File: src/wsr_pkg.sv
// ----------------------------------------------------------------------------
// wsr_pkg
// Shared types, constants and helper functions of the 2D workgroup shape ranker.
// ----------------------------------------------------------------------------
`timescale 1ns / 1ps
`default_nettype none

package wsr_pkg;

  localparam int AXIS_W    = 11;
  localparam int WORK_W    = 24;
  localparam int LIM_W     = 5;
  localparam int CFG_IDX_W = 3;
  localparam int RU_W      = 25;
  localparam int AGAP_W    = 35;
  localparam int AREA_W    = 48;
  localparam int WASTE_W   = 50;
  localparam int TOT_W     = 22;

  localparam int SLOT_W    = 4;
  localparam int POW_SLOTS = 11;
  localparam logic [SLOT_W-1:0] SLOT_LIMIT = 4'd11;
  localparam logic [SLOT_W-1:0] SLOT_WORK  = 4'd12;

  localparam int QUEUE_DEPTH = 2;
  localparam int DIV_STEPS   = 24;

  localparam int DEFAULT_RANK_DEPTH = 16;
  localparam int DEFAULT_AXIS_CAP   = 1024;

  localparam logic [AXIS_W-1:0] THREAD_FLOOR  = 11'd8;
  localparam logic [AXIS_W-1:0] RST_SUBGROUP  = 11'd32;
  localparam logic [AXIS_W-1:0] RST_SIMD      = 11'd32;
  localparam logic [AXIS_W-1:0] RST_MAX_TOTAL = 11'd256;
  localparam logic [AXIS_W-1:0] RST_MAX_X     = 11'd256;
  localparam logic [AXIS_W-1:0] RST_MAX_Y     = 11'd256;

  typedef enum logic [CFG_IDX_W-1:0] {
    REG_SUBGROUP,
    REG_SIMD,
    REG_MAX_TOTAL,
    REG_MAX_X,
    REG_MAX_Y
  } reg_idx_t;

  typedef enum logic [2:0] {
    OP_SPLIT,
    OP_RX_LIMIT,
    OP_RX_WORK,
    OP_RY_LIMIT,
    OP_RY_WORK
  } div_op_t;

  typedef enum logic [1:0] {
    F_IDLE,
    F_DIV,
    F_TGT,
    F_PUSH
  } front_state_t;

  typedef enum logic [1:0] {
    B_IDLE,
    B_SCAN,
    B_DRAIN,
    B_EMIT
  } back_state_t;

  typedef struct packed {
    logic [AXIS_W-1:0] sg_width;
    logic [AXIS_W-1:0] simd_width;
    logic [AXIS_W-1:0] total_cap;
    logic [AXIS_W-1:0] max_threads_x;
    logic [AXIS_W-1:0] max_threads_y;
  } cfg_t;

  typedef struct packed {
    logic [WORK_W-1:0] eh;
    logic [WORK_W-1:0] ew;
    logic [AREA_W-1:0] area;
    logic [AXIS_W-1:0] budget;
    logic [AXIS_W-1:0] target;
    logic [AXIS_W-1:0] minthr;
    logic [AXIS_W-1:0] ax;
    logic [AXIS_W-1:0] ay;
    logic [AXIS_W-1:0] wlx;
    logic [AXIS_W-1:0] wly;
    logic [RU_W-1:0]   rxl;
    logic [RU_W-1:0]   rxw;
    logic [RU_W-1:0]   ryl;
    logic [RU_W-1:0]   ryw;
    logic [LIM_W-1:0]  lim;
  } job_t;

  // Lower key ranks first: aspect gap, target gap, waste, then inverted size fields.
  typedef struct packed {
    logic [AGAP_W-1:0]  agap;
    logic [AXIS_W-1:0]  tgap;
    logic [WASTE_W-1:0] waste;
    logic [AXIS_W-1:0]  ntot;
    logic [AXIS_W-1:0]  nx;
    logic [AXIS_W-1:0]  ny;
  } cand_t;

  function automatic logic [AXIS_W-1:0] slot_val(
    input logic [SLOT_W-1:0] idx,
    input logic [AXIS_W-1:0] lim,
    input logic [AXIS_W-1:0] wl
  );
    logic [AXIS_W-1:0] v;
    if (idx < SLOT_W'(POW_SLOTS)) begin
      v = AXIS_W'(1) << idx;
    end else if (idx == SLOT_LIMIT) begin
      v = lim;
    end else begin
      v = wl;
    end
    return v;
  endfunction

  function automatic logic slot_ok(
    input logic [SLOT_W-1:0] idx,
    input logic [AXIS_W-1:0] lim,
    input logic [AXIS_W-1:0] wl
  );
    logic ok;
    logic wl_pow2;
    wl_pow2 = ((wl & (wl - AXIS_W'(1))) == '0);
    if (idx < SLOT_W'(POW_SLOTS)) begin
      ok = ((AXIS_W'(1) << idx) < lim);
    end else if (idx == SLOT_LIMIT) begin
      ok = 1'b1;
    end else if (idx == SLOT_WORK) begin
      ok = (wl != lim) && !(wl_pow2 && (wl < lim));
    end else begin
      ok = 1'b0;
    end
    return ok;
  endfunction

  function automatic logic [RU_W-1:0] slot_ru(
    input logic [SLOT_W-1:0] idx,
    input logic [WORK_W-1:0] e,
    input logic [AXIS_W-1:0] v,
    input logic [RU_W-1:0]   rl,
    input logic [RU_W-1:0]   rw
  );
    logic [RU_W-1:0] m;
    logic [RU_W-1:0] r;
    m = RU_W'(v) - RU_W'(1);
    if (idx < SLOT_W'(POW_SLOTS)) begin
      r = (RU_W'(e) + m) & ~m;
    end else if (idx == SLOT_LIMIT) begin
      r = rl;
    end else begin
      r = rw;
    end
    return r;
  endfunction

endpackage

`default_nettype wire

File: src/wsr_if.sv
// ----------------------------------------------------------------------------
// wsr channel interfaces
// Request, result and configuration channels with valid/ready handshake.
// ----------------------------------------------------------------------------
`timescale 1ns / 1ps
`default_nettype none

interface wsr_req_if;
  logic        valid;
  logic        ready;
  logic [23:0] work_height;
  logic [23:0] work_width;
  logic [10:0] wide_waves;
  logic [10:0] thread_cap;
  logic [4:0]  result_limit;
  modport source (output valid, work_height, work_width, wide_waves, thread_cap,
                  result_limit, input ready);
  modport sink (input valid, work_height, work_width, wide_waves, thread_cap,
                result_limit, output ready);
endinterface


`default_nettype wire

File: src/wsr_div.sv
// ----------------------------------------------------------------------------
// wsr_div
// Restoring serial divider, one quotient bit per cycle, 24-bit by 11-bit.
// ----------------------------------------------------------------------------
`timescale 1ns / 1ps
`default_nettype none

module wsr_div (
  input  logic        clk,
  input  logic        rst,
  input  logic        start,
  input  logic [23:0] dividend,
  input  logic [10:0] divisor,
  output logic        done,
  output logic [23:0] quotient,
  output logic [10:0] remainder
);

  logic        busy;
  logic [4:0]  step;
  logic [10:0] rem;
  logic [23:0] quo;
  logic [10:0] dvs;
  logic [11:0] shifted;
  logic        fits;

  always_comb begin
    shifted = {rem, quo[23]};
    fits    = (shifted >= {1'b0, dvs});
  end

  always_ff @(posedge clk) begin
    if (rst) begin
      busy <= 1'b0;
      done <= 1'b0;
      step <= '0;
    end else begin
      done <= 1'b0;
      if (start) begin
        busy <= 1'b1;
        step <= '0;
      end else if (busy) begin
        step <= step + 5'd1;
        if (step == 5'(wsr_pkg::DIV_STEPS - 1)) begin
          busy <= 1'b0;
          done <= 1'b1;
        end
      end
    end
  end

  always_ff @(posedge clk) begin
    if (start) begin
      quo <= dividend;
      rem <= '0;
      dvs <= divisor;
    end else if (busy) begin
      quo <= {quo[22:0], fits};
      rem <= fits ? 11'(shifted - {1'b0, dvs}) : shifted[10:0];
    end
  end

  assign quotient  = quo;
  assign remainder = rem;

endmodule

`default_nettype wire

File: src/wsr_front.sv
// ----------------------------------------------------------------------------
// wsr_front
// Accepts requests, derives budget, target and minimum thread count, and
// prepares per-axis round-up sizes with a shared serial divider.
// ----------------------------------------------------------------------------
`timescale 1ns / 1ps
`default_nettype none

module wsr_front #(
  parameter int AXIS_CAP = wsr_pkg::DEFAULT_AXIS_CAP
) (
  input  logic          clk,
  input  logic          rst,
  input  wsr_pkg::cfg_t cfg,
  wsr_req_if.sink       req,
  output wsr_pkg::job_t job,
  output logic          push,
  input  logic          full
);

  localparam logic [16:0] AXL = 17'(AXIS_CAP);

  wsr_pkg::front_state_t state, state_next;
  wsr_pkg::div_op_t      op;
  logic                  div_run;

  logic [23:0] eh, ew;
  logic [10:0] wide, wave, ax, ay, budget, minthr, wlx, wly, sw;
  logic [4:0]  lim;
  logic [24:0] rxl, rxw, ryl, ryw;
  logic [21:0] prod;
  logic [47:0] area;

  logic [10:0] wave_c, mt_c, ax_c, ay_c, budget_c, minthr_c, wlx_c, wly_c;
  logic [10:0] sg_c, simd_c, half_c, tw_c, tmin_c;
  logic [23:0] eh_c, ew_c;

  logic        div_start, div_done;
  logic [23:0] div_a, div_q;
  logic [10:0] div_b, div_r;
  logic [24:0] ru_c;

  always_comb begin
    sg_c   = (cfg.sg_width == '0) ? 11'd1 : cfg.sg_width;
    simd_c = (cfg.simd_width == '0) ? 11'd1 : cfg.simd_width;
    wave_c = (sg_c > simd_c) ? sg_c : simd_c;
    mt_c   = (cfg.total_cap == '0) ? 11'd1 : cfg.total_cap;
    ax_c   = (cfg.max_threads_x == '0) ? 11'd1 : cfg.max_threads_x;
    if (17'(ax_c) > AXL) begin
      ax_c = AXL[10:0];
    end
    ay_c   = (cfg.max_threads_y == '0) ? 11'd1 : cfg.max_threads_y;
    if (17'(ay_c) > AXL) begin
      ay_c = AXL[10:0];
    end
    budget_c = (ax_c < mt_c) ? ax_c : mt_c;
    if ((req.thread_cap != '0) && (req.thread_cap < budget_c)) begin
      budget_c = req.thread_cap;
    end
    half_c   = (wave_c >> 1) > wsr_pkg::THREAD_FLOOR ? (wave_c >> 1) : wsr_pkg::THREAD_FLOOR;
    minthr_c = (wave_c == 11'd1) ? 11'd1 : ((half_c < budget_c) ? half_c : budget_c);
    eh_c  = (req.work_height == '0) ? 24'd1 : req.work_height;
    ew_c  = (req.work_width == '0) ? 24'd1 : req.work_width;
    wlx_c = (24'(ax_c) < ew_c) ? ax_c : ew_c[10:0];
    wly_c = (24'(ay_c) < eh_c) ? ay_c : eh_c[10:0];
    tmin_c = (wide < sw) ? wide : sw;
    tw_c   = (tmin_c == '0) ? 11'd1 : tmin_c;
  end

  always_comb begin
    unique case (op)
      wsr_pkg::OP_SPLIT: begin
        div_a = 24'(budget);
        div_b = wave;
      end
      wsr_pkg::OP_RX_LIMIT: begin
        div_a = ew;
        div_b = ax;
      end
      wsr_pkg::OP_RX_WORK: begin
        div_a = ew;
        div_b = wlx;
      end
      wsr_pkg::OP_RY_LIMIT: begin
        div_a = eh;
        div_b = ay;
      end
      default: begin
        div_a = eh;
        div_b = wly;
      end
    endcase
    ru_c = (div_r == '0) ? 25'(div_a) : 25'(div_a) + 25'(div_b) - 25'(div_r);
  end

  wsr_div u_div (
    .clk       (clk),
    .rst       (rst),
    .start     (div_start),
    .dividend  (div_a),
    .divisor   (div_b),
    .done      (div_done),
    .quotient  (div_q),
    .remainder (div_r)
  );

  always_comb begin
    state_next = state;
    req.ready  = 1'b0;
    div_start  = 1'b0;
    push       = 1'b0;
    unique case (state)
      wsr_pkg::F_IDLE: begin
        req.ready = 1'b1;
        if (req.valid) begin
          state_next = wsr_pkg::F_DIV;
        end
      end
      wsr_pkg::F_DIV: begin
        div_start = !div_run;
        if (div_done && (op == wsr_pkg::OP_RY_WORK)) begin
          state_next = wsr_pkg::F_TGT;
        end
      end
      wsr_pkg::F_TGT: begin
        state_next = wsr_pkg::F_PUSH;
      end
      wsr_pkg::F_PUSH: begin
        if (!full) begin
          push       = 1'b1;
          state_next = wsr_pkg::F_IDLE;
        end
      end
      default: begin
        state_next = wsr_pkg::F_IDLE;
      end
    endcase
  end

  always_ff @(posedge clk) begin
    if (rst) begin
      state   <= wsr_pkg::F_IDLE;
      op      <= wsr_pkg::OP_SPLIT;
      div_run <= 1'b0;
    end else begin
      state <= state_next;
      if (state == wsr_pkg::F_IDLE) begin
        op      <= wsr_pkg::OP_SPLIT;
        div_run <= 1'b0;
      end else if (state == wsr_pkg::F_DIV) begin
        if (div_start) begin
          div_run <= 1'b1;
        end else if (div_done) begin
          div_run <= 1'b0;
          if (op != wsr_pkg::OP_RY_WORK) begin
            op <= wsr_pkg::div_op_t'(3'(op) + 3'd1);
          end
        end
      end
    end
  end

  always_ff @(posedge clk) begin
    if (req.valid && req.ready) begin
      eh     <= eh_c;
      ew     <= ew_c;
      wide   <= req.wide_waves;
      lim    <= req.result_limit;
      wave   <= wave_c;
      ax     <= ax_c;
      ay     <= ay_c;
      budget <= budget_c;
      minthr <= minthr_c;
      wlx    <= wlx_c;
      wly    <= wly_c;
    end
    if ((state == wsr_pkg::F_DIV) && div_done) begin
      unique case (op)
        wsr_pkg::OP_SPLIT:    sw  <= (div_q[10:0] == '0) ? 11'd1 : div_q[10:0];
        wsr_pkg::OP_RX_LIMIT: rxl <= ru_c;
        wsr_pkg::OP_RX_WORK:  rxw <= ru_c;
        wsr_pkg::OP_RY_LIMIT: ryl <= ru_c;
        default:              ryw <= ru_c;
      endcase
    end
    if (state == wsr_pkg::F_TGT) begin
      prod <= {11'b0, wave} * {11'b0, tw_c};
      area <= {24'b0, eh} * {24'b0, ew};
    end
  end

  always_comb begin
    job.eh     = eh;
    job.ew     = ew;
    job.area   = area;
    job.budget = budget;
    if (wave == 11'd1) begin
      job.target = budget;
    end else begin
      job.target = (22'(budget) < prod) ? budget : prod[10:0];
    end
    job.minthr = minthr;
    job.ax     = ax;
    job.ay     = ay;
    job.wlx    = wlx;
    job.wly    = wly;
    job.rxl    = rxl;
    job.rxw    = rxw;
    job.ryl    = ryl;
    job.ryw    = ryw;
    job.lim    = lim;
  end

endmodule

`default_nettype wire

File: src/flat_wrapper.sv
// flat-port wrapper written by rule: the top's interface ports become plain ports
module wsr_front_flat 
#(
  parameter int AXIS_CAP = wsr_pkg::DEFAULT_AXIS_CAP
)
  (clk, rst, cfg, job, push, full, req_valid, req_work_height, req_work_width, req_wide_waves, req_thread_cap, req_result_limit, req_ready);
  wsr_req_if req_i ();
  input  logic clk;
  input  logic rst;
  input  wsr_pkg::cfg_t cfg;
  output wsr_pkg::job_t job;
  output logic push;
  input  logic full;
  input wire logic [$bits(req_i.valid)-1:0] req_valid;
  input wire logic [$bits(req_i.work_height)-1:0] req_work_height;
  input wire logic [$bits(req_i.work_width)-1:0] req_work_width;
  input wire logic [$bits(req_i.wide_waves)-1:0] req_wide_waves;
  input wire logic [$bits(req_i.thread_cap)-1:0] req_thread_cap;
  input wire logic [$bits(req_i.result_limit)-1:0] req_result_limit;
  output wire logic [$bits(req_i.ready)-1:0] req_ready;
  assign req_i.valid = req_valid;
  assign req_i.work_height = req_work_height;
  assign req_i.work_width = req_work_width;
  assign req_i.wide_waves = req_wide_waves;
  assign req_i.thread_cap = req_thread_cap;
  assign req_i.result_limit = req_result_limit;
  assign req_ready = req_i.ready;
  wsr_front #(.AXIS_CAP(AXIS_CAP)) u_core (.clk(clk), .rst(rst), .cfg(cfg), .req(req_i), .job(job), .push(push), .full(full));
endmodule
File: config.mk
export PLATFORM = sky130hd
export DESIGN_NAME = wsr_front_flat
export DESIGN_NICKNAME = d
export VERILOG_FILES = /design/src/wsr_pkg.sv /design/src/wsr_if.sv /design/src/wsr_div.sv /design/src/wsr_front.sv /design/src/flat_wrapper.sv
export SDC_FILE = /design/constraint.sdc
export NUM_CORES = 2
export LEC_CHECK = 0
export BUFFER_PORTS_ARGS = -buffer_cell sky130_fd_sc_hd__buf_4
export CELL_PAD_IN_SITES_DETAIL_PLACEMENT = 1
export CELL_PAD_IN_SITES_GLOBAL_PLACEMENT = 1
export CORE_ASPECT_RATIO = 1.75
export CORE_UTILIZATION = 30
export DETAILED_ROUTE_END_ITERATION = 8
export PLACE_DENSITY_LB_ADDON = 0.1
export SLEW_MARGIN = 20
export SYNTH_ARGS = -nofsm -noshare
export SYNTH_HDL_FRONTEND = slang
export SYNTH_SLANG_ARGS = --single-unit
File: constraint.sdc
create_clock -name clk -period 11.7 [get_ports clk]
set_input_delay 1.17 -clock clk [delete_from_list [all_inputs] [get_ports clk]]
set_output_delay 1.17 -clock clk [all_outputs]
set_load 0.02 [all_outputs]
==> flow_metrics.py <==
metrics = {
    "flow_run": {
        "drv_cap": 0,
    },
    "final_layout": {
        "areaGrowthSynthToFinish_pct": 16.08,
        "final_nets": 5486,
        "seqCellArea_mm2": 0.01120,
        "finalNonFillerCells": 6272,
        "nFillCells": 15510,
        "post-route-util_pct": 35.11,
        "multi_input_area_mm2": 0.02633,
        "drive_above_1_share_pct": 14.77,
    },
    "yosys": {
        "ys.flop_type": "edfxtp_1",
        "syn_nets": 5174,
        "yosysWarnings": 0,
        "async_flop_share_pct": 0,
        "ys_types": 83,
        "yosysTopAreaCellShare_pct": 27.90,
        "syn-cell-area_mm2": 0.04119,
        "syn_inst": 4106,
        "seq_area_frac_synth_pct": 27.19,
        "synth_edf_count": 357,
        "synth_largest_area_cell": "fa_1",
        "synth_seq_cells": 381,
        "synth_area_leaders": "fa_1 28%, edfxtp_1 26%, ha_1 11%, inv_1 6.8%, nand2_1 5.1%",
        "synth_commonest_cells": "747 x inv_1, 574 x fa_1, 564 x nand2_1, 360 x ha_1, 357 x edfxtp_1",
        "avgSynthCellArea_um2": 10.03,
        "synth.most_common_cell": "inv_1",
    },
    "drt": {
        "ant_nets": 0,
        "wl_per_cell_um": 24.48,
        "drt_wl_total_mm": 153.5,
        "vias_per_cell": 4.853,
        "drtIter0Drc": 1216,
        "post-route-drc-count": 0,
        "vias": 30440,
        "firstDrtPassIters": 7,
    },
    "grt": {
        "grt_max_degree": 65,
        "overflow": 0,
        "antenna_found_initial": 14,
        "grt_pass1_vias": 34090,
        "track_usage_pct": 22.41,
        "grt_pass1_wl_mm": 225.7,
    },
    "die": {
        "core_area_mm2": 0.1362,
        "die_h_um": 492.2,
        "num_rows": 179,
        "fp.dieW_um": 282.1,
        "die_area_mm2": 0.1389,
        "initial_core_util_pct": 30.25,
        "io_pins": 414,
    },
    "place": {
        "numPortBuffers": 413,
        "placed_cells": 6182,
        "dp_hpwl_mm": 123.6,
        "gp_congestion": 0.8193,
    },
    "timing": {
        "hold_ws_ns": 0.5253,
        "relSlewSlack_pct": 22.41,
        "slew_violations": 0,
        "final_hold_viol_count": 0,
        "fin_crit_ns": 8.486,
        "setup_viol": 0,
        "grt_setup_unrepaired": "false",
        "finalCritPeriodShare_pct": 72.53,
        "tightest_slew_ns": 1.164,
        "timing.fmax_mhz": 117.8,
        "final.setup_skew_ns": 0.04306,
        "setup_tns_ns": 0,
    },
    "clock_network": {
        "cts.repair.resized": 0,
        "postCtsHoldBufs": 0,
        "cts_sinks": 381,
        "cts-htree-levels": 2,
        "cts_buffer_depth": 3,
        "path_clk_slew_ns": 0.07,
        "cts_buffers": 44,
        "clkLatencyLatePin_ns": 0.66,
        "postCtsSetupRepairBufs": 0,
        "cts_tree": "built",
        "clock-root-buffer": "clkbuf_16",
    },
    "worst_setup_path": {
        "crit_fanout": 16,
        "cp_common_cell": "fa_1",
        "start_kind": "flip-flop",
        "r2r_start": "u_core.eh[11]",
        "path_cells": "buf_4 -> and2_1 -> fa_1 -> inv_1 -> fa_1 -> inv_1 -> fa_1 -> ha_1 -> inv_1 -> fa_1 -> inv_1 -> fa_1 -> fa_1 -> ha_1 -> a211oi_1 -> o21ai_0 -> a31oi_1 -> a31oi_1 -> o31a_1 -> nand3_1 -> a21boi_1 -> a211o_1 -> o21ai_0 -> xnor2_1",
        "critPathKind": "reg2reg",
        "crit_arrival_ns": 8.86,
        "cp.required_ns": 12.07,
        "cpMaxStageDelayCell": "edfxtp_1",
        "cpPeakStageDelay_ns": 0.73,
        "critPathCaptureType": "flip-flop",
        "crit_start": "u_core.eh[11]",
    },
    "min_path": {
        "hp-class": "reg2reg",
        "min_from": "u_core.u_div.quotient[20]",
    },
    "outcome": {
        "status": "complete, no violations",
    },
}
cells in the final DEF, fill, tap and decap left out, types with 13 or more instances in the layout:
master / n
a211oi_1: 13
a21o_1: 42
a21oi_1: 129
a31oi_1: 19
and2_1: 262
and3_1: 18
buf_4: 502
clkbuf_16: 44
dfxtp_1: 24
edfxtp_1: 357
fa_1: 574
ha_1: 359
inv_1: 746
mux2_2: 39
mux2i_1: 17
nand2_1: 564
nand2b_1: 19
nand3_1: 30
nor2_1: 108
nor2b_1: 49
nor3_1: 43
nor4_1: 27
o21a_1: 26
o21ai_0: 113
o22ai_1: 19
xnor2_1: 62
xor2_1: 25
final timing paths:
path | cells after the start | slack [ns] | to
max reg2reg | 24 | 3.21 | u_core.area[42]
min | 2 | 0.53 | u_core.u_div.quotient[21]
max | 24 | 3.21 | u_core.area[42]
min reg2reg | 2 | 0.53 | u_core.u_div.quotient[21]
cell families after synthesis:
family | synth area share (%)
and+or+nand+nor | 13.45
AOI/OAI and AO/OA | 7.770
xor gates and xnor gates | 1.850
muxes | 1.868
other | 0.009104
adders and majority gates | 38.83
DFF | 27.19
buffers and inverters | 9.027
routing by layer:
layer	GRT usage [%]	vias up	part of all wire (%)
met2	43.83	603	56
li1	-	13760	-
met1	24.84	15920	37
met5	0	-	0.038
met3	2.809	157	4.0
met4	5.916	6	2.7
critical path: cells and delay by family (launching register included):
kind | cells | cell delay (ns)
buf+inv | 5 | 0.57
fa+ha+maj | 8 | 3.66
compound gates | 8 | 2.66
simple gates | 2 | 0.46
flops | 1 | 0.73
xor+xnor | 1 | 0.14
final cells by class:
type | instances | area share, %
Inverter | 747 | 5.864
Sequential cell | 381 | 23.42
Multi-Input combinational cell | 2742 | 55.07
Tap cell | 1810 | 4.736
Timing Repair Buffer | 502 | 7.881
Clock inverter | 33 | 0.6437
Antenna cell | 8 | 0.04187
Clock buffer | 49 | 2.342
sequential cells by signal, summed over array words and instances, names as in the netlist, 22 cells and up:
register and cells:
u_core.prod 22, u_core.ryl 25, u_core.eh 24, u_core.rxw 25
u_core.rxl 25, u_core.u_div.quotient 24, u_core.ryw 25, u_core.area 48
u_core.ew 24
metrics by stage:
step                area (um2)  setup WS [ns]
floorplan                41190          4.654
global placement         46350          2.147
detailed placement       46360          3.241
CTS                      47790          3.171
global route             47800          2.913
finish                   47820          3.214
Power is not shown: default switching activity piles up to over one toggle a cycle in this logic, so the estimate is an artifact.
