===== config.mk =====
export PLATFORM = sky130hd
export DESIGN_NAME = wsr_queue
export DESIGN_NICKNAME = d
export VERILOG_FILES = /design/src/wsr_pkg.sv /design/src/wsr_queue.sv
export SDC_FILE = /design/constraint.sdc
export NUM_CORES = 1
export LEC_CHECK = 0
export BUFFER_PORTS_ARGS = -buffer_cell sky130_fd_sc_hd__buf_2
export CAP_MARGIN = 40
export CORE_AREA = 5 5 218 220
export CTS_BUF_LIST = sky130_fd_sc_hd__clkbuf_8
export CTS_CLUSTER_SIZE = 8
export DETAILED_ROUTE_END_ITERATION = 10
export DIE_AREA = 0 0 223 225
export PLACE_DENSITY = 0.72
export SYNTH_ARGS = -nofsm -noshare
export SYNTH_HDL_FRONTEND = slang
export SYNTH_SLANG_ARGS = --single-unit
export TNS_END_PERCENT = 10

===== constraint.sdc =====
create_clock -name clk -period 39.9 [get_ports clk]
set_input_delay 7.98 -clock clk [delete_from_list [all_inputs] [get_ports clk]]
set_output_delay 7.98 -clock clk [all_outputs]
set_load 0.02 [all_outputs]

===== src/wsr_pkg.sv =====
// ----------------------------------------------------------------------------
// wsr_pkg
// Shared types, constants and helper functions of the 2D workgroup shape ranker.
// ----------------------------------------------------------------------------
`timescale 1ns / 1ps
`default_nettype none

package wsr_pkg;

  localparam int AXIS_W    = 11;
  localparam int WORK_W    = 24;
  localparam int LIM_W     = 5;
  localparam int CFG_IDX_W = 3;
  localparam int RU_W      = 25;
  localparam int AGAP_W    = 35;
  localparam int AREA_W    = 48;
  localparam int WASTE_W   = 50;
  localparam int TOT_W     = 22;

  localparam int SLOT_W    = 4;
  localparam int POW_SLOTS = 11;
  localparam logic [SLOT_W-1:0] SLOT_LIMIT = 4'd11;
  localparam logic [SLOT_W-1:0] SLOT_WORK  = 4'd12;

  localparam int QUEUE_DEPTH = 2;
  localparam int DIV_STEPS   = 24;

  localparam int DEFAULT_RANK_DEPTH = 16;
  localparam int DEFAULT_AXIS_CAP   = 1024;

  localparam logic [AXIS_W-1:0] THREAD_FLOOR  = 11'd8;
  localparam logic [AXIS_W-1:0] RST_SUBGROUP  = 11'd32;
  localparam logic [AXIS_W-1:0] RST_SIMD      = 11'd32;
  localparam logic [AXIS_W-1:0] RST_MAX_TOTAL = 11'd256;
  localparam logic [AXIS_W-1:0] RST_MAX_X     = 11'd256;
  localparam logic [AXIS_W-1:0] RST_MAX_Y     = 11'd256;

  typedef enum logic [CFG_IDX_W-1:0] {
    REG_SUBGROUP,
    REG_SIMD,
    REG_MAX_TOTAL,
    REG_MAX_X,
    REG_MAX_Y
  } reg_idx_t;

  typedef enum logic [2:0] {
    OP_SPLIT,
    OP_RX_LIMIT,
    OP_RX_WORK,
    OP_RY_LIMIT,
    OP_RY_WORK
  } div_op_t;

  typedef enum logic [1:0] {
    F_IDLE,
    F_DIV,
    F_TGT,
    F_PUSH
  } front_state_t;

  typedef enum logic [1:0] {
    B_IDLE,
    B_SCAN,
    B_DRAIN,
    B_EMIT
  } back_state_t;

  typedef struct packed {
    logic [AXIS_W-1:0] sg_width;
    logic [AXIS_W-1:0] simd_width;
    logic [AXIS_W-1:0] total_cap;
    logic [AXIS_W-1:0] max_threads_x;
    logic [AXIS_W-1:0] max_threads_y;
  } cfg_t;

  typedef struct packed {
    logic [WORK_W-1:0] eh;
    logic [WORK_W-1:0] ew;
    logic [AREA_W-1:0] area;
    logic [AXIS_W-1:0] budget;
    logic [AXIS_W-1:0] target;
    logic [AXIS_W-1:0] minthr;
    logic [AXIS_W-1:0] ax;
    logic [AXIS_W-1:0] ay;
    logic [AXIS_W-1:0] wlx;
    logic [AXIS_W-1:0] wly;
    logic [RU_W-1:0]   rxl;
    logic [RU_W-1:0]   rxw;
    logic [RU_W-1:0]   ryl;
    logic [RU_W-1:0]   ryw;
    logic [LIM_W-1:0]  lim;
  } job_t;

  // Lower key ranks first: aspect gap, target gap, waste, then inverted size fields.
  typedef struct packed {
    logic [AGAP_W-1:0]  agap;
    logic [AXIS_W-1:0]  tgap;
    logic [WASTE_W-1:0] waste;
    logic [AXIS_W-1:0]  ntot;
    logic [AXIS_W-1:0]  nx;
    logic [AXIS_W-1:0]  ny;
  } cand_t;

  function automatic logic [AXIS_W-1:0] slot_val(
    input logic [SLOT_W-1:0] idx,
    input logic [AXIS_W-1:0] lim,
    input logic [AXIS_W-1:0] wl
  );
    logic [AXIS_W-1:0] v;
    if (idx < SLOT_W'(POW_SLOTS)) begin
      v = AXIS_W'(1) << idx;
    end else if (idx == SLOT_LIMIT) begin
      v = lim;
    end else begin
      v = wl;
    end
    return v;
  endfunction

  function automatic logic slot_ok(
    input logic [SLOT_W-1:0] idx,
    input logic [AXIS_W-1:0] lim,
    input logic [AXIS_W-1:0] wl
  );
    logic ok;
    logic wl_pow2;
    wl_pow2 = ((wl & (wl - AXIS_W'(1))) == '0);
    if (idx < SLOT_W'(POW_SLOTS)) begin
      ok = ((AXIS_W'(1) << idx) < lim);
    end else if (idx == SLOT_LIMIT) begin
      ok = 1'b1;
    end else if (idx == SLOT_WORK) begin
      ok = (wl != lim) && !(wl_pow2 && (wl < lim));
    end else begin
      ok = 1'b0;
    end
    return ok;
  endfunction

  function automatic logic [RU_W-1:0] slot_ru(
    input logic [SLOT_W-1:0] idx,
    input logic [WORK_W-1:0] e,
    input logic [AXIS_W-1:0] v,
    input logic [RU_W-1:0]   rl,
    input logic [RU_W-1:0]   rw
  );
    logic [RU_W-1:0] m;
    logic [RU_W-1:0] r;
    m = RU_W'(v) - RU_W'(1);
    if (idx < SLOT_W'(POW_SLOTS)) begin
      r = (RU_W'(e) + m) & ~m;
    end else if (idx == SLOT_LIMIT) begin
      r = rl;
    end else begin
      r = rw;
    end
    return r;
  endfunction

endpackage

`default_nettype wire


===== src/wsr_queue.sv =====
// ----------------------------------------------------------------------------
// wsr_queue
// Short job queue between the setup front and the scoring back.
// ----------------------------------------------------------------------------
`timescale 1ns / 1ps
`default_nettype none

module wsr_queue (
  input  logic          clk,
  input  logic          rst,
  input  logic          push,
  input  wsr_pkg::job_t push_job,
  output logic          full,
  input  logic          pop,
  output wsr_pkg::job_t head,
  output logic          empty
);

  localparam int PW = (wsr_pkg::QUEUE_DEPTH > 1) ? $clog2(wsr_pkg::QUEUE_DEPTH) : 1;
  localparam int CW = $clog2(wsr_pkg::QUEUE_DEPTH + 1);

  wsr_pkg::job_t   slots [wsr_pkg::QUEUE_DEPTH];
  logic [PW-1:0]   wr_ptr;
  logic [PW-1:0]   rd_ptr;
  logic [CW-1:0]   count;

  function automatic logic [PW-1:0] bump(input logic [PW-1:0] p);
    return (p == PW'(wsr_pkg::QUEUE_DEPTH - 1)) ? '0 : PW'(p + PW'(1));
  endfunction

  assign full  = (count == CW'(wsr_pkg::QUEUE_DEPTH));
  assign empty = (count == '0);
  assign head  = slots[rd_ptr];

  always_ff @(posedge clk) begin
    if (rst) begin
      wr_ptr <= '0;
      rd_ptr <= '0;
      count  <= '0;
    end else begin
      if (push) begin
        wr_ptr <= bump(wr_ptr);
      end
      if (pop) begin
        rd_ptr <= bump(rd_ptr);
      end
      if (push && !pop) begin
        count <= count + CW'(1);
      end else if (pop && !push) begin
        count <= count - CW'(1);
      end
    end
  end

  always_ff @(posedge clk) begin
    if (push) begin
      slots[wr_ptr] <= push_job;
    end
  end

`ifndef ASSERT_OFF
  a_no_push_full: assert property (@(posedge clk) disable iff (rst) push |-> !full)
    else $error("job pushed into full queue");
  a_no_pop_empty: assert property (@(posedge clk) disable iff (rst) pop |-> !empty)
    else $error("job popped from empty queue");
`endif

endmodule

`default_nettype wire


==> results of run 1 <==
==> power groups by stage <==
stage | Clock (mW) | Sequential [mW] | Combinational (mW)
2_1_floorplan | 0 | 0.721 | 0.123
3_3_place_gp | 0 | 0.713 | 0.180
3_5_place_dp | 0 | 0.712 | 0.186
4_1_cts | 0.428 | 0.700 | 0.187
5_1_grt | 0.461 | 0.702 | 0.195
6_report | 0.414 | 0.700 | 0.185
==> worst reg2reg max path: stages (launching register included) <==
cell and delay [ns]:
dfxtp_1 0.35, nor2b_4 0.55, buf_4 0.68, buf_4 0.50, buf_16 0.31
==> registers in the layout, indices dropped and copies added, names as in the netlist, named ones only <==
signal	count
rd_ptr	1
count	2
slots	556
wr_ptr	1
==> layer usage <==
layer	vias up	wire, um	track usage [%]
li1	4845	-	-
met1	5320	17500	20.3
met2	494	23800	30.4
met3	76	4560	7.35
met4	16	1220	7.45
met5	-	115	0
==> cells in the mapped netlist <==
library cell,instances
dfxtp_1,5
buf_6,26
buf_2,5
xnor2_1,2
xor2_1,2
ha_1,1
or3_1,1
nor2b_1,2
and2_1,1
mux2_2,77
mux2_4,201
o21ai_0,1
nor2_1,5
a21oi_1,1
inv_1,1
edfxtp_1,556
==> worst max-delay path by stage <==
stage	start	endpoint	slack, ns
floorplan	push	slots[0][0]	19.01
global placement	register	head[242]	28.43
detailed placement	register	head[247]	28.84
CTS	register	head[237]	28.07
global route	register	head[237]	27.97
finish	register	head[237]	28.18
==> cell usage in the layout, fill, tap and decap left out, types with 2 or more instances in the layout <==
master        n
buf_2       561
dfxtp_1       4
diode_2       8
edfxtp_1    556
buf_4         9
clkinvlp_4    7
mux2_2       77
buf_16        6
clkinv_1     14
nor2_1        5
inv_6         2
xor2_1        2
xnor2_1       2
clkbuf_8     89
inv_1        34
mux2_4      201
buf_12        2
clkinv_2      3
==> logic make-up (layout without fill, tap and decap cells) <==
logic type      Yosys count  in the layout  share of synthesized area, %
xor+xnor                  4              4                         0.166
buf+inv                  32            727                          1.52
mux                     278            278                          18.4
simple gates              9              9                         0.208
other cells               0              8                             0
compound gates            2              2                        0.0474
flops                   561            561                          79.6
fa+ha+maj                 1              1                        0.0593
==> stage by stage <==
stage	utilization [%]	power, mW	instance area (um^2)	hold WS [ns]	worst slack [ns]
global route	58.0	1.36	26100	0.533	27.97
finish	58.0	1.30	26100	0.507	28.18
CTS	57.9	1.32	26100	0.507	28.07
global placement	54.2	0.892	24400	0.483	28.43
floorplan	-	0.844	21100	0.461	19.01
detailed placement	54.6	0.899	24600	0.494	28.84
==> layout make-up <==
cell class	count	share of cell area (%)
Sequential cell	561	64.3
Multi-Input combinational cell	294	15.3
Timing Repair Buffer	578	11.8
Clock buffer	89	4.69
Tap cell	600	2.87
Clock inverter	59	1.00
Antenna cell	8	0.0766
Inverter	1	0.0144
==> out/metrics.sh, run 1 <==
STATUS='completed'
ROUTED_WIRE_LENGTH_UM=47200
ROUTEDWLPERCELL_UM=21.6
MAX_SLEW.WORST_PIN.SLEW_NS=0.955
CTS_HOLD_REPAIR.BUFFERS=0
AREAGROWTHSYNTHTOFINISH_PCT=23.9
GRT_ANTENNA_BEFORE_REPAIR=18
YOSYS_REGISTER_BITS=561
CTS_BUFFERS=89
SETUP_REPAIR_AFTER_GLOBAL_ROUTING_MISSED_ITS_MARGIN='false'
INTERNAL_POWER_mW=0.975
AREA.SEQUENTIAL_UM2=16800
SYNTH_SEQ_AREA_SHARE_PCT=79.6
SYNTH_CELL_TYPES=16
DRT.ANTENNA.VIOLATING_NETS=0
FP.DIEAREA_UM2=50200
FRACTION_OF_FINAL_LAYOUT_CELLS_SIZED_BEYOND_DRIVE_STRENGTH_1_PCT=60.7
ROWS=78
AVGVIACOUNTPERCELL=4.91
GRT_PASS1_VIAS=11400
TIMING.RR.END='slots[0][156]'
CORE_REGION_AREA_UM2=45100
WIRE_LENGTH_OF_THE_FIRST_GLOBAL_ROUTING_PASS_UM=67700
SETUP-TNS-FINAL_NS=0
CLK_PIN_SLEW_WORST_SETUP_HOLD_PATHS_NS=0.06
TIMING.CRITICAL_PATH.MAX_DELAY_FAMILY='buffers and inverters'
CTS_MAX_LEVEL=3
CLOCK_SINKS=561
END_OF_THE_WORST_HOLD_PATH='count[1]'
POST_SYNTHESIS_INSTANCE_AREA_UM2=21100
GRT_MAX_DEGREE=139
VIAS=10800
MAX_CAP_VIOLS=0
POSTSYNTHAREAPERCELL_UM2=23.8
NETLIST_INSTANCES=887
REG2REGPATHDEPTH=4
TOT_GR_TRACK_USE_PCT=18.0
DETAIL_ROUTE.FIRST_PASS.ITERATIONS=4
CTS_RESIZED=0
HOLDCRITSTARTPOINT='count[1]'
CP.DEPTH=6
DIEHEIGHT_UM=225
REPORT.FINAL.SLEW_VIOL_COUNT=0
AREA_USED_BY_MULTI_INPUT_COMBINATIONAL_LOGIC_UM2=4000
RRSETUPSLACK_NS=37.15
CRIT_PATH_CELL_TRACE='buf_12, buf_4, buf_16, buf_4, mux2_2, buf_2'
HOLD_PATH_DEPTH=2
CTS.PATH.MAX_BUFFERS=3
CP_MAX_DELAY_CELL='buf_4'
CTS-ROOT-BUF='clkbuf_8'
TIMING.CRITICAL_PATH.TO_TYPE='primary output'
SYNTH_TOP_AREA_SHARE_PCT=79.1
SETUP_CRIT_START_KIND='register'
TIMING.CRITICAL_PATH.REQUIRED_NS=31.92
CTS_TREE='built'
CRITICAL_PATH.MAX_FANOUT=59
HOLD_PATH_CLASS='reg -> reg'
DRT_DRC_VIOLATIONS_LEFT=0
SYNTH.LARGEST_AREA_CELL='edfxtp_1'
POWER_DENSITY_nW_PER_UM2=49.7
TIMING.MAX_SLEW.REL_SLACK_PCT=36.3
PLACED_CELLS=2034
FINALCRITICALPERIOD_NS=11.72
HPWL_UM=33700
CRITICAL_PATH_BUF_INV_COUNT=5
YOSYS-TOP-CELLS-AREA='edfxtp_1 (79%), mux2_4 (14%), mux2_2 (4.1%)'
CELLLEAKAGEPOWER_nW=10.3
CTS_SETUP_BUFFERS=0
POSTSYNTHNETCOUNT=1170
CRITICAL_PATH_ARRIVAL_NS=3.74
BUFFER_PORTS.INSERTED=561
CLOCK_POWER_SHARE_PCT=31.9
FRACTION_OF_POWER_SPENT_SWITCHING_NETS_PCT=24.9
TOTAL_SETUP_VIOLATIONS_REPORTED_AT_THE_END_OF_THE_FLOW=0
POWER.COMBINATIONAL.FRACTION_PCT=14.2
MOST_COMMON_CELL_ON_CRIT_PATH='buf_4'
MAX_FREQ_GHz=0.0853
DETAILEDROUTE.FIRSTITERATIONVIOLATIONS=648
REGTOREGSTARTPOINT='wr_ptr'
NETSWITCHINGPOWER_mW=0.324
SKEW_NS=0.0157
SYNTH.YOSYS.WARNINGS=0
FINALHOLDVIOLCOUNT=0
CLOCK_LATENCY_NS=0.66
LAYOUT_FILLER_CELL_COUNT=3420
GLOBAL_ROUTE_CONGESTION_OVERFLOW_TOTAL=0
SLOWEST_CELL_DELAY_ON_CRITICAL_PATH_NS=0.81
SETUP.WORST_PATH.CLASS='reg -> out'
INITIAL_CORE_UTIL_PCT=46.8
FINAL.PERIOD_UTILIZATION_PCT=29.4
FINAL_CELL_COUNT_NO_FILL=2190
FIN_NETS=1808
DIE-WIDTH_UM=223
IR_WORST_VDD_mV=0.0443
FINALWEIGHTEDCONGESTION=0.818
SEQ_POWER_SHARE_PCT=53.9
BOUNDARY_PIN_COUNT=562
Note: power is estimated with default switching activity, not from simulation.
==> run 2: changes to the inputs <==
--- a/config.mk
+++ b/config.mk
@@ -7,12 +7,12 @@
 export LEC_CHECK = 0
 export BUFFER_PORTS_ARGS = -buffer_cell sky130_fd_sc_hd__buf_2
 export CAP_MARGIN = 40
-export CORE_AREA = 5 5 218 220
+export CORE_MARGIN = 5
+export CORE_UTILIZATION = 49
 export CTS_BUF_LIST = sky130_fd_sc_hd__clkbuf_8
 export CTS_CLUSTER_SIZE = 8
 export DETAILED_ROUTE_END_ITERATION = 10
-export DIE_AREA = 0 0 223 225
-export PLACE_DENSITY = 0.72
+export PLACE_DENSITY = 0.78
 export SYNTH_ARGS = -nofsm -noshare
 export SYNTH_HDL_FRONTEND = slang
 export SYNTH_SLANG_ARGS = --single-unit
==> constraint.sdc (replaced) <==
create_clock -name clk -period 9.9 [get_ports clk]
set_input_delay 1.98 -clock clk [delete_from_list [all_inputs] [get_ports clk]]
set_output_delay 1.98 -clock clk [all_outputs]
set_load 0.02 [all_outputs]
==> run 2 against run 1 <==
  * Critical path depth decreased by 2
  * Register-to-register slack got worse by 30 ns
  * Non-clock buffer count decreased by 3
  * Global-route usage increased by 1.1 points
  * Clock power increased to 4.0 times the previous value
  * Via count increased by 0.12%
  * Clock skew increased by 0.0046 ns
==> out/metrics.sh, run 2 (synthesis results as in run 1) <==
STATUS='completed'  # unchanged
SKEW_NS=0.0203  # was 0.0157 ns
FP.DIEAREA_UM2=47300  # was 50200 um^2
TOTAL_SETUP_VIOLATIONS_REPORTED_AT_THE_END_OF_THE_FLOW=0  # unchanged
TOT_GR_TRACK_USE_PCT=19.0  # was 18.0%
TIMING.CRITICAL_PATH.MAX_DELAY_FAMILY='buffers and inverters'  # unchanged
HOLD_PATH_CLASS='reg -> reg'  # unchanged
AVGVIACOUNTPERCELL=4.98  # was 4.91
LAYOUT_FILLER_CELL_COUNT=3065  # was 3420
SEQ_POWER_SHARE_PCT=54.0  # was 53.9%
SETUP_REPAIR_AFTER_GLOBAL_ROUTING_MISSED_ITS_MARGIN='false'  # unchanged
CELLLEAKAGEPOWER_nW=10.3  # about the same
LAYOUT_COMMON_CELLS='buf_2 (561), edfxtp_1 (556), mux2_4 (201), clkbuf_8 (90), mux2_2 (77)'  # was buf_2 (561), edfxtp_1 (556), mux2_4 (201), clkbuf_8 (89), mux2_2 (77)
TIMING.FINAL.WS_SETUP_NS=4.87  # was 28.18 ns
TIMING.CRITICAL_PATH.TO_TYPE='primary output'  # unchanged
WIRE_LENGTH_OF_THE_FIRST_GLOBAL_ROUTING_PASS_UM=68400  # was 67700 um
CP_MAX_DELAY_CELL='buf_12'  # was buf_4
BOUNDARY_PIN_COUNT=562  # unchanged
CTS_TREE='built'  # unchanged
GLOBAL_ROUTE_CONGESTION_OVERFLOW_TOTAL=0  # unchanged
POWER.COMBINATIONAL.FRACTION_PCT=14.4  # was 14.2%
CLOCK_LATENCY_NS=0.61  # was 0.66 ns
DRT_DRC_VIOLATIONS_LEFT=0  # unchanged
SLOWEST_CELL_DELAY_ON_CRITICAL_PATH_NS=0.55  # was 0.81 ns
INTERNAL_POWER_mW=3.93  # was 0.975 mW
GRT_MAX_DEGREE=184  # was 139
AREAGROWTHSYNTHTOFINISH_PCT=23.4  # was 23.9%
INITIAL_CORE_UTIL_PCT=49.2  # was 46.8%
MAX_FREQ_GHz=0.199
REPORT.FINAL.SLEW_VIOL_COUNT=0  # unchanged
CTS_HOLD_REPAIR.BUFFERS=0  # unchanged
TIMING.MAX_SLEW.REL_SLACK_PCT=15.5  # was 36.3%
DETAILEDROUTE.FIRSTITERATIONVIOLATIONS=725  # was 648
FRACTION_OF_FINAL_LAYOUT_CELLS_SIZED_BEYOND_DRIVE_STRENGTH_1_PCT=60.6  # was 60.7%
CTS_RESIZED=0  # unchanged
ROUTED_WIRE_LENGTH_UM=46700  # was 47200 um
MAX_CAP_VIOLS=0  # unchanged
CRITICAL_PATH_ARRIVAL_NS=3.05  # was 3.74 ns
GRT_ANTENNA_BEFORE_REPAIR=15  # was 18
END_OF_THE_WORST_HOLD_PATH='count[1]'  # unchanged
POWER_DENSITY_nW_PER_UM2=200  # was 49.7 nW/um^2
MAX_SLEW.WORST_PIN.SLEW_NS=1.27  # was 0.955 ns
ROWS=76  # was 78
FRACTION_OF_POWER_SPENT_SWITCHING_NETS_PCT=24.6  # was 24.9%
DIEHEIGHT_UM=218  # was 225 um
CLOCK_POWER_SHARE_PCT=31.5  # was 31.9%
HOLD_PATH_DEPTH=2  # unchanged
HOLDCRITSTARTPOINT='count[1]'  # unchanged
VIAS=10800  # about the same
CTS_BUFFERS=87  # was 89
REGTOREGSTARTPOINT='wr_ptr'  # unchanged
CTS.PATH.MAX_BUFFERS=3  # unchanged
CRITICAL_PATH_BUF_INV_COUNT=3  # was 5
LARGEST_REGISTER='slots'  # unchanged
CTS-ROOT-BUF='clkbuf_8'  # unchanged
FINALHOLDVIOLCOUNT=0  # unchanged
ROUTEDWLPERCELL_UM=21.6  # about the same
CLK_PIN_SLEW_WORST_SETUP_HOLD_PATHS_NS=0.06  # about the same
FINALWEIGHTEDCONGESTION=0.834  # was 0.818
FINAL.PERIOD_UTILIZATION_PCT=50.8
SETUP-TNS-FINAL_NS=0  # unchanged
DETAIL_ROUTE.FIRST_PASS.ITERATIONS=4  # unchanged
DRT.ANTENNA.VIOLATING_NETS=0  # unchanged
PRECTSSETUPSLACK_NS=5.58  # was 28.84 ns
HPWL_UM=32600  # was 33700 um
IR_WORST_VDD_mV=0.140  # was 0.0443 mV
CTS_MAX_LEVEL=3  # unchanged
CTS_SETUP_BUFFERS=0  # unchanged
FINALCRITICALPERIOD_NS=5.03
RRSETUPSLACK_NS=7.61  # was 37.15 ns
LARGEST_REGISTER_FFS=556  # unchanged
SETUP_CRIT_START_KIND='register'  # unchanged
FIN_NETS=1803  # was 1808
LARGESTREGISTERS='slots (556), count (2)'  # unchanged
NETSWITCHINGPOWER_mW=1.28  # was 0.324 mW
TIMING.CRITICAL_PATH.REQUIRED_NS=7.92  # was 31.92 ns
CP.DEPTH=4  # was 6
SETUP.WORST_PATH.CLASS='reg -> out'  # unchanged
GRT_PASS1_VIAS=11700  # was 11400
CRITICAL_PATH.MAX_FANOUT=151  # was 59
REG2REGPATHDEPTH=3  # was 4
DIE-WIDTH_UM=218  # was 223 um
CLOCK_SINKS=561  # unchanged
CRIT_PATH_CELL_TRACE='buf_16, buf_12, mux2_2, buf_2'  # was buf_12, buf_4, buf_16, buf_4, mux2_2, buf_2
BUFFER_PORTS.INSERTED=561  # unchanged
CORE_REGION_AREA_UM2=42900  # was 45100 um^2
TIMING.RR.END='slots[1][134]'  # was slots[0][156]
LAYOUT.CELLS.MOST_COMMON='buf_2'  # unchanged
## run 2: power by group through the flow
stage               registers (mW)  clock network, mW  logic, mW
global route                  2.83               1.82      0.792
detailed placement            2.86                  0      0.760
global placement              2.87                  0      0.729
CTS                           2.82               1.70      0.762
floorplan                     2.89                  0      0.498
finish                        2.82               1.64      0.752
## run 2: per-stage QoR
| stage | cell area (um^2) | utilization (%) | power [mW] | std cells | hold WS [ns] |
|---|---|---|---|---|---|
| 6_report | 26000 | 60.7 | 5.21 | 2161 | 0.495 |
| 5_1_grt | 26000 | 60.7 | 5.44 | 2158 | 0.518 |
| 4_1_cts | 26000 | 60.7 | 5.28 | 2155 | 0.497 |
| 3_5_place_dp | 24600 | 57.3 | 3.62 | 2016 | 0.486 |
| 3_3_place_gp | 24400 | 57.0 | 3.60 | 2010 | 0.478 |
| 2_1_floorplan | 21100 | - | 3.38 | 887 | 0.461 |
## run 2: final cells by class
type | instances | area (um^2) | share of cell area [%]
clock buffer | 90 | 1240 | 4.76
antenna | 6 | 15.0 | 0.0576
multi-input combinational | 294 | 4000 | 15.3
sequential | 561 | 16800 | 64.5
timing repair buffer | 575 | 3060 | 11.7
clock inverter | 49 | 203 | 0.778
tap | 585 | 732 | 2.81
inverter | 1 | 3.75 | 0.0144
## run 2: layer usage
layer	global-route usage, %	vias to the layer above	share of wire (%)
met3	6.90	97	10
met2	33.2	499	52
met1	21.7	5331	36
met4	6.70	16	2.4
met5	0	-	0.24
li1	-	4821	-
## run 2: tightest hold or removal path, stage by stage (launching register included)
cell and delay [ns]:
dfxtp_1 0.32, o21ai_0 0.07, a21oi_1 0.06
## run 2: worst max-delay path by stage
stage	startpoint	endpoint
final	register	head[15]
after global routing	register	head[35]
after CTS	register	head[20]
after detailed placement	register	head[20]
after global placement	register	head[21]
after floorplan	push	slots[0][0]
==> run 3: changes to the inputs <==
--- a/config.mk
+++ b/config.mk
@@ -7,12 +7,12 @@
 export LEC_CHECK = 0
 export BUFFER_PORTS_ARGS = -buffer_cell sky130_fd_sc_hd__buf_2
 export CAP_MARGIN = 40
-export CORE_MARGIN = 5
-export CORE_UTILIZATION = 49
+export CORE_AREA = 5 5 218 220
 export CTS_BUF_LIST = sky130_fd_sc_hd__clkbuf_8
 export CTS_CLUSTER_SIZE = 8
 export DETAILED_ROUTE_END_ITERATION = 10
-export PLACE_DENSITY = 0.78
+export DIE_AREA = 0 0 223 225
+export PLACE_DENSITY = 0.72
 export SYNTH_ARGS = -nofsm -noshare
 export SYNTH_HDL_FRONTEND = slang
 export SYNTH_SLANG_ARGS = --single-unit
==> constraint.sdc (replaced) <==
create_clock -name clk -period 5 [get_ports clk]
set_input_delay 1 -clock clk [delete_from_list [all_inputs] [get_ports clk]]
set_output_delay 1 -clock clk [all_outputs]
set_load 0.02 [all_outputs]
==> run 3 against run 2 <==
  * Critical path depth unchanged
  * Worst setup slack lost 3.4 ns
  * Die area increased by 6.0%
  * Clock skew is 0.0028 ns higher
  * Utilization fell by 2.4 points
  * Critical endpoint is now head[96]
  * Largest cell class unchanged
  * Largest power group unchanged
==> out/metrics.sh, run 3 (synthesis results as in run 1) <==
DRT_DRC_VIOLATIONS_LEFT=0  # unchanged
CTS_BUFFERS=90  # was 87
DIE-WIDTH_UM=223  # was 218 um
DETAIL_ROUTE.FIRST_PASS.ITERATIONS=4  # unchanged
BOUNDARY_PIN_COUNT=562  # unchanged
TIMING.CRITICAL_PATH.TO_TYPE='primary output'  # unchanged
BUFFER_PORTS.INSERTED=561  # unchanged
REPORT.FINAL.SLEW_VIOL_COUNT=0  # unchanged
LAYOUT_FILLER_CELL_COUNT=3368  # was 3065
CTS.PATH.MAX_BUFFERS=3  # unchanged
MAX_CAP_VIOLS=0  # unchanged
AREAGROWTHSYNTHTOFINISH_PCT=24.7  # was 23.4%
GRT_ANTENNA_BEFORE_REPAIR=18  # was 15
DETAILEDROUTE.FIRSTITERATIONVIOLATIONS=720  # was 725
AVGVIACOUNTPERCELL=4.92  # was 4.98
SLOWEST_CELL_DELAY_ON_CRITICAL_PATH_NS=0.58  # was 0.55 ns
PLACED_CELL_AREA_UM2=24700  # was 24600 um^2
CRITICAL_PATH_ARRIVAL_NS=2.50  # was 3.05 ns
LAYOUT_COMMON_CELLS='buf_2 (561), edfxtp_1 (556), mux2_4 (201), clkbuf_8 (94), mux2_2 (77)'  # was buf_2 (561), edfxtp_1 (556), mux2_4 (201), clkbuf_8 (90), mux2_2 (77)
FINAL_CELL_COUNT_NO_FILL=2211  # was 2161
SETUP_REPAIR_AFTER_GLOBAL_ROUTING_MISSED_ITS_MARGIN='false'  # unchanged
CTS_MAX_LEVEL=3  # unchanged
FRACTION_OF_FINAL_LAYOUT_CELLS_SIZED_BEYOND_DRIVE_STRENGTH_1_PCT=61.0  # was 60.6%
ROUTED_WIRE_LENGTH_UM=49700  # was 46700 um
ROWS=78  # was 76
CP_MAX_DELAY_CELL='dfxtp_4'  # was buf_12
CTS_TREE='built'  # unchanged
WIRE_LENGTH_OF_THE_FIRST_GLOBAL_ROUTING_PASS_UM=71700  # was 68400 um
CRIT_PATH_CELL_TRACE='buf_16, buf_12, mux2_4, buf_2'  # was buf_16, buf_12, mux2_2, buf_2
CLK_PIN_SLEW_WORST_SETUP_HOLD_PATHS_NS=0.06  # about the same
CTS_HOLD_REPAIR.BUFFERS=0  # unchanged
SKEW_NS=0.0230  # was 0.0203 ns
SETUP.WORST_PATH.CLASS='reg -> out'  # unchanged
CELLLEAKAGEPOWER_nW=10.4  # was 10.3 nW
POST-LAYOUT-TOTAL-POWER_mW=10.5  # was 5.21 mW
IR_WORST_VDD_mV=0.271  # was 0.140 mV
LARGEST_REGISTER='slots'  # unchanged
DRT.ANTENNA.VIOLATING_NETS=0  # unchanged
GRT_PASS1_VIAS=11700  # about the same
TOT_GR_TRACK_USE_PCT=19.1  # was 19.0%
MAX_FREQ_GHz=0.286
SETUP_CRIT_START_KIND='register'  # unchanged
INITIAL_CORE_UTIL_PCT=46.8  # was 49.2%
FP.DIEAREA_UM2=50200  # was 47300 um^2
HOLD-WORST-SLACK_NS=0.514  # was 0.495 ns
VIAS=10900  # was 10800
CTS_SETUP_BUFFERS=0  # unchanged
TIMING.CRITICAL_PATH.REQUIRED_NS=4.00  # was 7.92 ns
POWER_DENSITY_nW_PER_UM2=400  # was 200 nW/um^2
CLOCK_SINKS=561  # unchanged
PLACED_CELLS=2046  # was 2016
GRT_MAX_DEGREE=108  # was 184
LARGEST_REGISTER_FFS=556  # unchanged
TOTAL_SETUP_VIOLATIONS_REPORTED_AT_THE_END_OF_THE_FLOW=0  # unchanged
LAYOUT.CELLS.MOST_COMMON='buf_2'  # unchanged
POST-ROUTE-CELL-AREA_UM2=26300  # was 26000 um^2
DIEHEIGHT_UM=225  # was 218 um
CRITICAL_PATH.MAX_FANOUT=46  # was 151
CTS_RESIZED=0  # unchanged
CTS-ROOT-BUF='clkbuf_8'  # unchanged
FINALWEIGHTEDCONGESTION=0.840  # was 0.834
TIMING.MAX_SLEW.REL_SLACK_PCT=44.7  # was 15.5%
FINALHOLDVIOLCOUNT=0  # unchanged
FIN_NETS=1821  # was 1803
SETUP-TNS-FINAL_NS=0  # unchanged
CORE_REGION_AREA_UM2=45100  # was 42900 um^2
HOLD_PATH_CLASS='in -> reg'  # was reg -> reg
LARGESTREGISTERS='slots (556), count (2)'  # unchanged
FINAL.PERIOD_UTILIZATION_PCT=70.0
CLOCK_LATENCY_NS=0.67  # was 0.61 ns
HPWL_UM=35800  # was 32600 um
ROUTEDWLPERCELL_UM=22.5  # was 21.6 um
GLOBAL_ROUTE_CONGESTION_OVERFLOW_TOTAL=0  # unchanged
MAX_SLEW.WORST_PIN.SLEW_NS=0.828  # was 1.27 ns
STATUS='completed'  # unchanged
FINALCRITICALPERIOD_NS=3.50
-- run 3: through the flow --
step,setup WS [ns],util (%)
global route,1.38,58.3
global placement,1.99,54.8
finish,1.50,58.4
detailed placement,2.11,54.9
CTS,1.40,58.3
floorplan,-0.591,-
-- run 3: per-layer routing --
| metal | vias up | global-route usage [%] | wire length (um) |
|---|---|---|---|
| li1 | 4873 | - | - |
| met1 | 5444 | 22.3 | 18700 |
| met2 | 481 | 31.7 | 24800 |
| met3 | 78 | 7.89 | 4950 |
| met4 | 12 | 7.41 | 1200 |
| met5 | - | 0 | 78 |
-- run 3: worst paths after layout --
path,slack (ns),cells after the start,start,end
worst max-delay path,1.50,4,register,head[96]
worst min-delay path,0.51,1,push_job[194],slots[1][194]
worst max register to register,2.92,2,wr_ptr,slots[0][214]
worst min register to register,0.52,2,count[1],count[1]
-- run 3: worst max-delay path: cells and delay by family, from the launching register on --
| kind | cells | cell delay [ns] |
|---|---|---|
| buffers and inverters | 3 | 0.80 |
| flip-flops | 1 | 0.58 |
| multiplexers | 1 | 0.35 |
-- run 3: area by class of cell --
| cell class | instances | area, um^2 | share of cell area, % |
|---|---|---|---|
| Antenna cell | 12 | 30.0 | 0.114 |
| Clock buffer | 94 | 1290 | 4.92 |
| Multi-Input combinational cell | 294 | 4000 | 15.2 |
| Timing Repair Buffer | 590 | 3180 | 12.1 |
| Clock inverter | 59 | 259 | 0.984 |
| Inverter | 1 | 3.75 | 0.0143 |
| Sequential cell | 561 | 16800 | 63.8 |
| Tap cell | 600 | 751 | 2.85 |
-- run 3: report_power, final --
group / total, mW / switching, mW / internal, mW / leakage, nW
logic: 1.51 / 0.868 / 0.645 / 4.25
clock network: 3.43 / 1.70 / 1.73 / 0.905
registers: 5.58 / 0.0811 / 5.50 / 5.26
total: 10.5 / 2.65 / 7.87 / 10.4
